## config.mk

```make
export PLATFORM = sky130hd
export DESIGN_NAME = second_of_year_to_calendar
export DESIGN_NICKNAME = d
export VERILOG_FILES = /design/src/hw/rtl/soy2cal_pkg.sv /design/src/hw/rtl/second_of_year_to_calendar.sv /design/src/hw/rtl/soy2cal_div.sv /design/src/hw/rtl/soy2cal_month.sv
export SDC_FILE = /design/constraint.sdc
export NUM_CORES = 1
export LEC_CHECK = 0
export BUFFER_PORTS_ARGS = -buffer_cell sky130_fd_sc_hd__buf_2
export CAP_MARGIN = 20
export CORE_MARGIN = 4
export CORE_UTILIZATION = 63
export CTS_CLUSTER_SIZE = 25
export DETAILED_ROUTE_END_ITERATION = 8
export PLACE_DENSITY = 0.84
export SKIP_LAST_GASP = 1
export SYNTH_ARGS = -nofsm -noshare
export SYNTH_HDL_FRONTEND = slang
export SYNTH_SLANG_ARGS = --single-unit
```

## constraint.sdc

```tcl
create_clock -name i_clk -period 16.8 [get_ports i_clk]
set_input_delay 3.36 -clock i_clk [delete_from_list [all_inputs] [get_ports i_clk]]
set_output_delay 3.36 -clock i_clk [all_outputs]
set_load 0.03 [all_outputs]
```

## src/hw/rtl/soy2cal_pkg.sv

```systemverilog
// Shared types and constants for the second-of-year to calendar converter.
// No dependencies; the top level and soy2cal_month import this package.
package soy2cal_pkg;

    // One input item: year, second within that year, microsecond.
    typedef struct packed {
        logic [13:0] year_in;
        logic [24:0] second_of_year;
        logic [19:0] microsecond_in;
    } t_in_item;

    // One result item.
    typedef struct packed {
        logic [13:0] year_out;
        logic [8:0]  day_of_year;
        logic [3:0]  month_number;
        logic [4:0]  day_of_month;
        logic [4:0]  hour_of_day;
        logic [5:0]  minute_of_hour;
        logic [5:0]  second_of_minute;
        logic [19:0] microsecond_out;
        logic        invalid;
    } t_out_item;

    // Stage enables handed to the month lookup.
    typedef struct packed {
        logic cmp_en;
        logic sel_en;
    } t_mon_ctl;

    localparam int SECS_PER_MIN  = 60;
    localparam int MINS_PER_HOUR = 60;
    localparam int HOURS_PER_DAY = 24;
    localparam int LEAP_DIVISOR  = 25;
    localparam int NUM_MONTHS    = 12;

    localparam logic [24:0] COMMON_YEAR_SECS = 25'd31536000;
    localparam logic [24:0] LEAP_YEAR_SECS   = 25'd31622400;

    // Days before the first of each month in a common year.
    localparam logic [8:0] DAYS_BEFORE [NUM_MONTHS] = '{
        9'd0, 9'd31, 9'd59, 9'd90, 9'd120, 9'd151,
        9'd181, 9'd212, 9'd243, 9'd273, 9'd304, 9'd334
    };

endpackage

```

## src/hw/rtl/second_of_year_to_calendar.sv

```systemverilog
// Top level of the second-of-year to calendar converter.
// Depends on soy2cal_pkg, soy2cal_div and soy2cal_month.

// The block turns a timestamp given as year, second within the year and
// microsecond into day of year, month, day of month, hour, minute and second.
// It is a five-stage pipeline that takes one item in every cycle when the
// output side does not stall; each item moves through stages 0 to 4 in
// order. The stages are set by the chain of constant divisions
// (by 60, by 60, by 24), each done as a reciprocal multiply with the
// remainder recovered in the stage after it, followed by two stages of month
// lookup. Every stage holds a valid bit, and a stage only loads when it is
// empty or the stage after it moves on, so a stall on the output fills the
// pipeline and then holds o_ready low without dropping or repeating any
// item. The leap rule is the Gregorian one for any year value. When the
// second count is not below the length of the year, invalid is set and the
// other fields are still computed by the same rules: the month stops at
// December and the day of month keeps only its low five bits. Year and
// microsecond pass through unchanged.
module second_of_year_to_calendar (
    input  logic                   i_clk,
    input  logic                   i_rst_n,
    input  logic                   i_valid,
    output logic                   o_ready,
    input  soy2cal_pkg::t_in_item  i_data,
    output logic                   o_valid,
    input  logic                   i_ready,
    output soy2cal_pkg::t_out_item o_data
);
    import soy2cal_pkg::*;

    localparam int NSTG = 5;

    // Valid bits and the ready chain; rdy[k] means stage k may load.
    logic [NSTG-1:0] r_vld;
    logic [NSTG-1:0] n_vld;
    logic [NSTG:0]   rdy;

    always_comb begin
        rdy[NSTG] = i_ready;
        for (int k = NSTG - 1; k >= 0; k--) begin
            rdy[k] = !r_vld[k] || rdy[k + 1];
        end
    end

    always_comb begin
        for (int k = 0; k < NSTG; k++) begin
            if (rdy[k]) begin
                n_vld[k] = (k == 0) ? i_valid : r_vld[(k == 0) ? 0 : k - 1];
            end else begin
                n_vld[k] = r_vld[k];
            end
        end
    end

    always_ff @(posedge i_clk) begin
        if (!i_rst_n) begin
            r_vld <= '0;
        end else begin
            r_vld <= n_vld;
        end
    end

    assign o_ready = rdy[0];
    assign o_valid = r_vld[NSTG-1];

    // Stage 0: total minutes and year divided by 25.
    logic [19:0] q_min;
    logic [9:0]  q_y25;
    logic [24:0] r0_secs;
    logic [13:0] r0_year;
    logic [19:0] r0_usec;

    soy2cal_div #(.N_W(25), .DIV(SECS_PER_MIN), .Q_W(20)) u_div_min (
        .i_clk (i_clk),
        .i_en  (rdy[0]),
        .i_num (i_data.second_of_year),
        .o_quo (q_min)
    );

    soy2cal_div #(.N_W(14), .DIV(LEAP_DIVISOR), .Q_W(10)) u_div_y25 (
        .i_clk (i_clk),
        .i_en  (rdy[0]),
        .i_num (i_data.year_in),
        .o_quo (q_y25)
    );

    always_ff @(posedge i_clk) begin
        if (rdy[0]) begin
            r0_secs <= i_data.second_of_year;
            r0_year <= i_data.year_in;
            r0_usec <= i_data.microsecond_in;
        end
    end

    // Stage 1: second of minute, leap flag and total hours.
    // A year is leap when divisible by 4 and either not by 25 or also by 16.
    logic [24:0] min_x60;
    logic [14:0] y25_x25;
    logic        leap_s1;
    logic [13:0] q_hour;
    logic [5:0]  r1_sec;
    logic        r1_leap;
    logic [19:0] r1_min;
    logic [24:0] r1_secs;
    logic [13:0] r1_year;
    logic [19:0] r1_usec;

    assign min_x60 = 25'(q_min) * 25'(SECS_PER_MIN);
    assign y25_x25 = 15'(q_y25) * 15'(LEAP_DIVISOR);
    assign leap_s1 = (r0_year[1:0] == 2'd0)
                  && ((y25_x25 != 15'(r0_year)) || (r0_year[3:0] == 4'd0));

    soy2cal_div #(.N_W(20), .DIV(MINS_PER_HOUR), .Q_W(14)) u_div_hour (
        .i_clk (i_clk),
        .i_en  (rdy[1]),
        .i_num (q_min),
        .o_quo (q_hour)
    );

    always_ff @(posedge i_clk) begin
        if (rdy[1]) begin
            r1_sec  <= 6'(r0_secs - min_x60);
            r1_leap <= leap_s1;
            r1_min  <= q_min;
            r1_secs <= r0_secs;
            r1_year <= r0_year;
            r1_usec <= r0_usec;
        end
    end

    // Stage 2: minute of hour, invalid flag and whole days.
    logic [19:0] hour_x60;
    logic [8:0]  q_day;
    logic [5:0]  r2_min;
    logic [5:0]  r2_sec;
    logic        r2_invalid;
    logic        r2_leap;
    logic [13:0] r2_hours;
    logic [13:0] r2_year;
    logic [19:0] r2_usec;

    assign hour_x60 = 20'(q_hour) * 20'(MINS_PER_HOUR);

    soy2cal_div #(.N_W(14), .DIV(HOURS_PER_DAY), .Q_W(9)) u_div_day (
        .i_clk (i_clk),
        .i_en  (rdy[2]),
        .i_num (q_hour),
        .o_quo (q_day)
    );

    always_ff @(posedge i_clk) begin
        if (rdy[2]) begin
            r2_min     <= 6'(r1_min - hour_x60);
            r2_sec     <= r1_sec;
            r2_invalid <= r1_secs >= (r1_leap ? LEAP_YEAR_SECS : COMMON_YEAR_SECS);
            r2_leap    <= r1_leap;
            r2_hours   <= q_hour;
            r2_year    <= r1_year;
            r2_usec    <= r1_usec;
        end
    end

    // Stage 3: hour of day; the month lookup compares the day of year.
    logic [13:0] day_x24;
    logic [8:0]  doy_s3;
    t_mon_ctl    mon_ctl;
    logic [8:0]  doy_s4;
    logic [3:0]  month_s4;
    logic [4:0]  mday_s4;
    logic [4:0]  r3_hour;
    logic [5:0]  r3_min;
    logic [5:0]  r3_sec;
    logic        r3_invalid;
    logic [13:0] r3_year;
    logic [19:0] r3_usec;

    assign day_x24        = 14'(q_day) * 14'(HOURS_PER_DAY);
    assign doy_s3         = q_day + 9'd1;
    assign mon_ctl.cmp_en = rdy[3];
    assign mon_ctl.sel_en = rdy[4];

    soy2cal_month u_month (
        .i_clk   (i_clk),
        .i_ctl   (mon_ctl),
        .i_doy   (doy_s3),
        .i_leap  (r2_leap),
        .o_doy   (doy_s4),
        .o_month (month_s4),
        .o_mday  (mday_s4)
    );

    always_ff @(posedge i_clk) begin
        if (rdy[3]) begin
            r3_hour    <= 5'(r2_hours - day_x24);
            r3_min     <= r2_min;
            r3_sec     <= r2_sec;
            r3_invalid <= r2_invalid;
            r3_year    <= r2_year;
            r3_usec    <= r2_usec;
        end
    end

    // Stage 4: the output register; month and day of month come from the lookup.
    logic [4:0]  r4_hour;
    logic [5:0]  r4_min;
    logic [5:0]  r4_sec;
    logic        r4_invalid;
    logic [13:0] r4_year;
    logic [19:0] r4_usec;

    always_ff @(posedge i_clk) begin
        if (rdy[4]) begin
            r4_hour    <= r3_hour;
            r4_min     <= r3_min;
            r4_sec     <= r3_sec;
            r4_invalid <= r3_invalid;
            r4_year    <= r3_year;
            r4_usec    <= r3_usec;
        end
    end

    assign o_data.year_out         = r4_year;
    assign o_data.day_of_year      = doy_s4;
    assign o_data.month_number     = month_s4;
    assign o_data.day_of_month     = mday_s4;
    assign o_data.hour_of_day      = r4_hour;
    assign o_data.minute_of_hour   = r4_min;
    assign o_data.second_of_minute = r4_sec;
    assign o_data.microsecond_out  = r4_usec;
    assign o_data.invalid          = r4_invalid;

    // The input side may only be held off when every stage holds an item.
    a_stall_only_when_full : assert property (@(posedge i_clk) disable iff (!i_rst_n)
        !o_ready |-> (&r_vld))
        else $error("input stalled while the pipeline has an empty stage");

    // The month search always lands on January through December.
    a_month_range : assert property (@(posedge i_clk) disable iff (!i_rst_n)
        o_valid |-> (o_data.month_number >= 4'd1) && (o_data.month_number <= 4'd12))
        else $error("month outside 1 to 12");

    // A second count inside the year gives a real date and time of day.
    a_valid_date : assert property (@(posedge i_clk) disable iff (!i_rst_n)
        o_valid && !o_data.invalid |->
            (o_data.day_of_month != 5'd0) && (o_data.hour_of_day < 5'd24)
            && (o_data.day_of_year != 9'd0) && (o_data.day_of_year <= 9'd366))
        else $error("in-range timestamp gave an impossible date or hour");

endmodule

```

## src/hw/rtl/soy2cal_div.sv

```systemverilog
// Registered unsigned division by a constant through a reciprocal multiply.
// Depends on nothing but its parameters.
module soy2cal_div #(
    parameter int N_W = 25,
    parameter int DIV = 60,
    parameter int Q_W = 20
) (
    input  logic           i_clk,
    input  logic           i_en,
    input  logic [N_W-1:0] i_num,
    output logic [Q_W-1:0] o_quo
);

    // The multiplier ceil(2^(N_W+L)/DIV) is exact for every N_W-bit dividend.
    localparam int          L_W    = $clog2(DIV);
    localparam int          SH     = N_W + L_W;
    localparam int          P_W    = 2 * N_W + 1;
    localparam logic [63:0] M_WIDE = ((64'd1 << SH) + 64'(DIV) - 64'd1) / 64'(DIV);
    localparam logic [N_W:0] MULT  = M_WIDE[N_W:0];

    logic [P_W-1:0] prod;
    logic [Q_W-1:0] r_quo;

    assign prod = P_W'(i_num) * P_W'(MULT);

    always_ff @(posedge i_clk) begin
        if (i_en) begin
            r_quo <= prod[SH +: Q_W];
        end
    end

    assign o_quo = r_quo;

endmodule

```

## src/hw/rtl/soy2cal_month.sv

```systemverilog
// Two-stage month lookup: threshold compares, then month and day of month.
// Depends on soy2cal_pkg for the days-before-month table.
module soy2cal_month (
    input  logic                  i_clk,
    input  soy2cal_pkg::t_mon_ctl i_ctl,
    input  logic [8:0]            i_doy,
    input  logic                  i_leap,
    output logic [8:0]            o_doy,
    output logic [3:0]            o_month,
    output logic [4:0]            o_mday
);
    import soy2cal_pkg::*;

    logic [NUM_MONTHS-2:0] n_gt;
    logic [NUM_MONTHS-2:0] r_gt;
    logic [8:0]            r_doy;
    logic                  r_leap;
    logic [3:0]            cnt;
    logic [8:0]            base;
    logic [8:0]            r_doy_o;
    logic [3:0]            r_month;
    logic [4:0]            r_mday;

    // Bit i is set when the day falls on or after the start of month i+2.
    always_comb begin
        for (int i = 0; i < NUM_MONTHS - 1; i++) begin
            n_gt[i] = i_doy > (DAYS_BEFORE[i + 1] + 9'((i >= 1) && i_leap));
        end
    end

    always_ff @(posedge i_clk) begin
        if (i_ctl.cmp_en) begin
            r_gt   <= n_gt;
            r_doy  <= i_doy;
            r_leap <= i_leap;
        end
    end

    // The thresholds rise, so the count of passed ones is the month index.
    assign cnt  = 4'($countones(r_gt));
    assign base = DAYS_BEFORE[cnt] + 9'((cnt >= 4'd2) && r_leap);

    always_ff @(posedge i_clk) begin
        if (i_ctl.sel_en) begin
            r_doy_o <= r_doy;
            r_month <= cnt + 4'd1;
            r_mday  <= 5'(r_doy - base);
        end
    end

    assign o_doy   = r_doy_o;
    assign o_month = r_month;
    assign o_mday  = r_mday;

endmodule
```

==> out/results.ini <==
[worst_setup_path]
crit_path_end_kind=flop
path_cells=buf_2 -> inv_1 -> ha_1 -> ha_1 -> or2_2 -> fa_1 -> inv_1 -> fa_1 -> fa_1 -> fa_1 -> fa_1 -> inv_1 -> ha_1 -> a21oi_1 -> o211ai_1 -> a311oi_1 -> o41ai_1 -> o2111a_1 -> o21ai_1 -> nand2_1 -> a41o_1 -> xor2_1
critPathSlowestCell=fa_1
timing.rr.end=u_div_day.o_quo[8]$_DFFE_PP_
ff2ff_path_depth=18
slowest_delay_ns=0.57
cp_top_family=adder cells
crit_arrival_ns=8.94
cp_data_required_time_ns=17.10
critPathKind=primary input to flop
crit_path_frequent_cell=fa_1
worstSetupStartpointType=primary input
crit_buf_inv=4
r2r_slack_ns=10.92
cp_max_fo=6
r2r-start=u_div_hour.o_quo[3]$_DFFE_PP_

[yosys]
synth_top_cell_area_share_pct=37.33
synth-async-reset-ratio_pct=0
syn_area_um2=30410
ys_top_cells_by_count=612 x ha_1, 578 x inv_1, 378 x edfxtp_1, 258 x fa_1, 88 x a21oi_1
synth_warnings=0
synthesis.nets=3394
synth_edf_count=378
ys_top_cells_by_area=edfxtp_1 37%, ha_1 25%, fa_1 17%
yosysSeqAreaShare_pct=37.66
syn-instance-count=2461
syn_avg_cell_area_um2=12.36
synth_most_common_cell=ha_1
synth.largest_area_cell=edfxtp_1
ys_ff_latch=383
synth_flop_cell=edfxtp_1
synth.distinct_cells=62

[run_status]
outcome=complete, no violations

[clock_tree]
cts_resized=0
htree_levels=2
cts.clk_slew.worst_paths_ns=0.06
numCtsBuffers=40
numClockSinks=383
postCtsSetupBuffers=0
cts_buffer_depth=3
hold_buffers=0
cts_root_buffer=clkbuf_16
cts_tree=built
clock_latency_ns=0.57

[min_path]
min_from=r3_hour[2]$_DFFE_PP_
min_path_cells=0
hold_path_end=r4_hour[2]$_DFFE_PP_
hold_path_class=flop to flop

[finish]
fillers=3299
area_delta_synth_final_pct=9.427
nNetsFinal=3572
final_cells=3287
drive_gt1_share_pct=8.202

[floorplan]
core_area_um2=47750
num_rows=80
start_util_pct=63.68
ios=135
die-area_um2=51840
die_x_um=227.7
die_y_um=227.7

[timing]
tns_ns=0
slew_viol_final=0
tightest_slew_ns=1.002
max_freq_mhz=115.8
setup_viol=0
skew_ns=0.02684
rsz0062_at_grt=false
fin_crit_ns=8.636
slew_headroom_pct=33.22
hold_violations=0
layout_setup_ws_ns=8.164
hold_slack_ns=0.4135
min_period_over_period_pct=51.40

[route]
routed_via_density=5.528
route.vias.total=18170
drc=0
drt_wl_total_mm=58.67
drt_iter0_drc=928
wl_per_cell_um=17.85
dr.pass1.iters=5
drt.antenna.violating_nets=0

[run]
drv_cap=0

[global_route]
grt_pass1_wl_mm=95.92
antenna_found_initial=0
overflow=0
grtUsageTotal_pct=23.26
grt_max_degree=85
grt_pass1_vias=19410

[place]
dp_hpwl_mm=47.46
portBuffers=134
gp_congestion=0.9118
post-place-ws_ns=7.603
dp.cells=3211

[final cells by class]
class	instances	area [um^2]	area share, %
flip-flops and latches	383	11450	34.42
inverters	578	2170	6.521
clock buffers	50	1111	3.339
repair buffers	139	728.2	2.189
multi-input cells	1497	16800	50.49
clock inverters	23	240.2	0.7220
well taps	615	769.5	2.313
diodes	2	5.005	0.01504
[how the worst max path moves through the flow]
| stage | start | endpoint | slack [ns] | cells after the start |
|---|---|---|---|---|
| finish | i_data[43] | u_div_min.o_quo[19]$_DFFE_PP_ | 8.16 | 22 |
| CTS | i_data[43] | u_div_min.o_quo[19]$_DFFE_PP_ | 8.19 | 22 |
| global route | i_data[43] | u_div_min.o_quo[19]$_DFFE_PP_ | 7.91 | 22 |
| detailed placement | i_data[43] | u_div_min.o_quo[19]$_DFFE_PP_ | 7.60 | 22 |
| global placement | i_data[43] | u_div_min.o_quo[19]$_DFFE_PP_ | 7.74 | 22 |
| floorplan | i_ready | o_ready | 7.38 | 3 |
[logic make-up after synthesis]
| logic type | after synthesis | synth area share [%] |
|---|---|---|
| adder cells (fa/ha/maj) | 870 | 42.17 |
| buffers and inverters | 581 | 7.185 |
| flip-flops | 383 | 37.66 |
| AO/OA/AOI/OAI | 286 | 6.111 |
| AND/OR/NAND/NOR | 238 | 3.905 |
| XOR/XNOR | 102 | 2.938 |
| multiplexers | 1 | 0.03292 |
[sequential cells by signal, summed over array words and instances, names as in the netlist, 9 cells and up]
| name | cells |
|---|---|
| u_month.o_doy | 9 |
| r1_usec | 20 |
| r0_secs | 25 |
| u_month.r_gt | 11 |
| r4_year | 14 |
| u_div_day.o_quo | 9 |
| u_div_min.o_quo | 20 |
| r0_usec | 20 |
| u_month.r_doy | 9 |
| r1_year | 14 |
| r1_secs | 23 |
| r2_usec | 20 |
| r3_year | 14 |
| u_div_y25.o_quo | 10 |
| r4_usec | 20 |
| r2_year | 14 |
| r3_usec | 20 |
| u_div_hour.o_quo | 14 |
| r0_year | 14 |
[routing by layer]
metal	vias to the layer above	global-route usage, %	wire length, um
met3	110	3.249	2509
met5	-	0	0
met1	8934	30.61	25090
met4	0	5.778	1234
li1	8736	-	-
met2	389	41.22	29830
[placed cells by master, fill, tap and decap left out, types with 4 or more instances in the layout]
cell type,instances
a2111oi_0,4
a211o_1,5
a211oi_1,12
a21o_1,38
a21oi_1,88
a311oi_1,5
a31oi_1,10
and3_1,6
buf_2,134
buf_4,4
clkbuf_1,5
clkbuf_16,42
clkinv_1,4
clkinv_2,6
clkinv_4,4
dfxtp_1,5
edfxtp_1,378
fa_1,258
ha_1,612
inv_1,576
nand2_1,55
nand2b_1,12
nand3_1,24
nand3b_1,4
nand4_1,21
nor2_1,57
nor2b_1,21
nor3_1,11
o211ai_1,11
o21a_1,11
o21ai_0,43
o21ai_1,13
o21bai_1,10
o31ai_1,5
or2_2,4
or3_1,4
xnor2_1,70
xor2_1,32
[per-stage QoR]
| stage | utilization [%] | area, um^2 |
|---|---|---|
| 2_1_floorplan | - | 30410 |
| 3_3_place_gp | 66.79 | 31890 |
| 3_5_place_dp | 66.79 | 31890 |
| 4_1_cts | 69.62 | 33240 |
| 5_1_grt | 69.68 | 33270 |
| 6_report | 69.69 | 33270 |
Power is left out: the tool's default activity adds up to more than one toggle a clock period on the data nets, which glitch-free logic cannot reach.
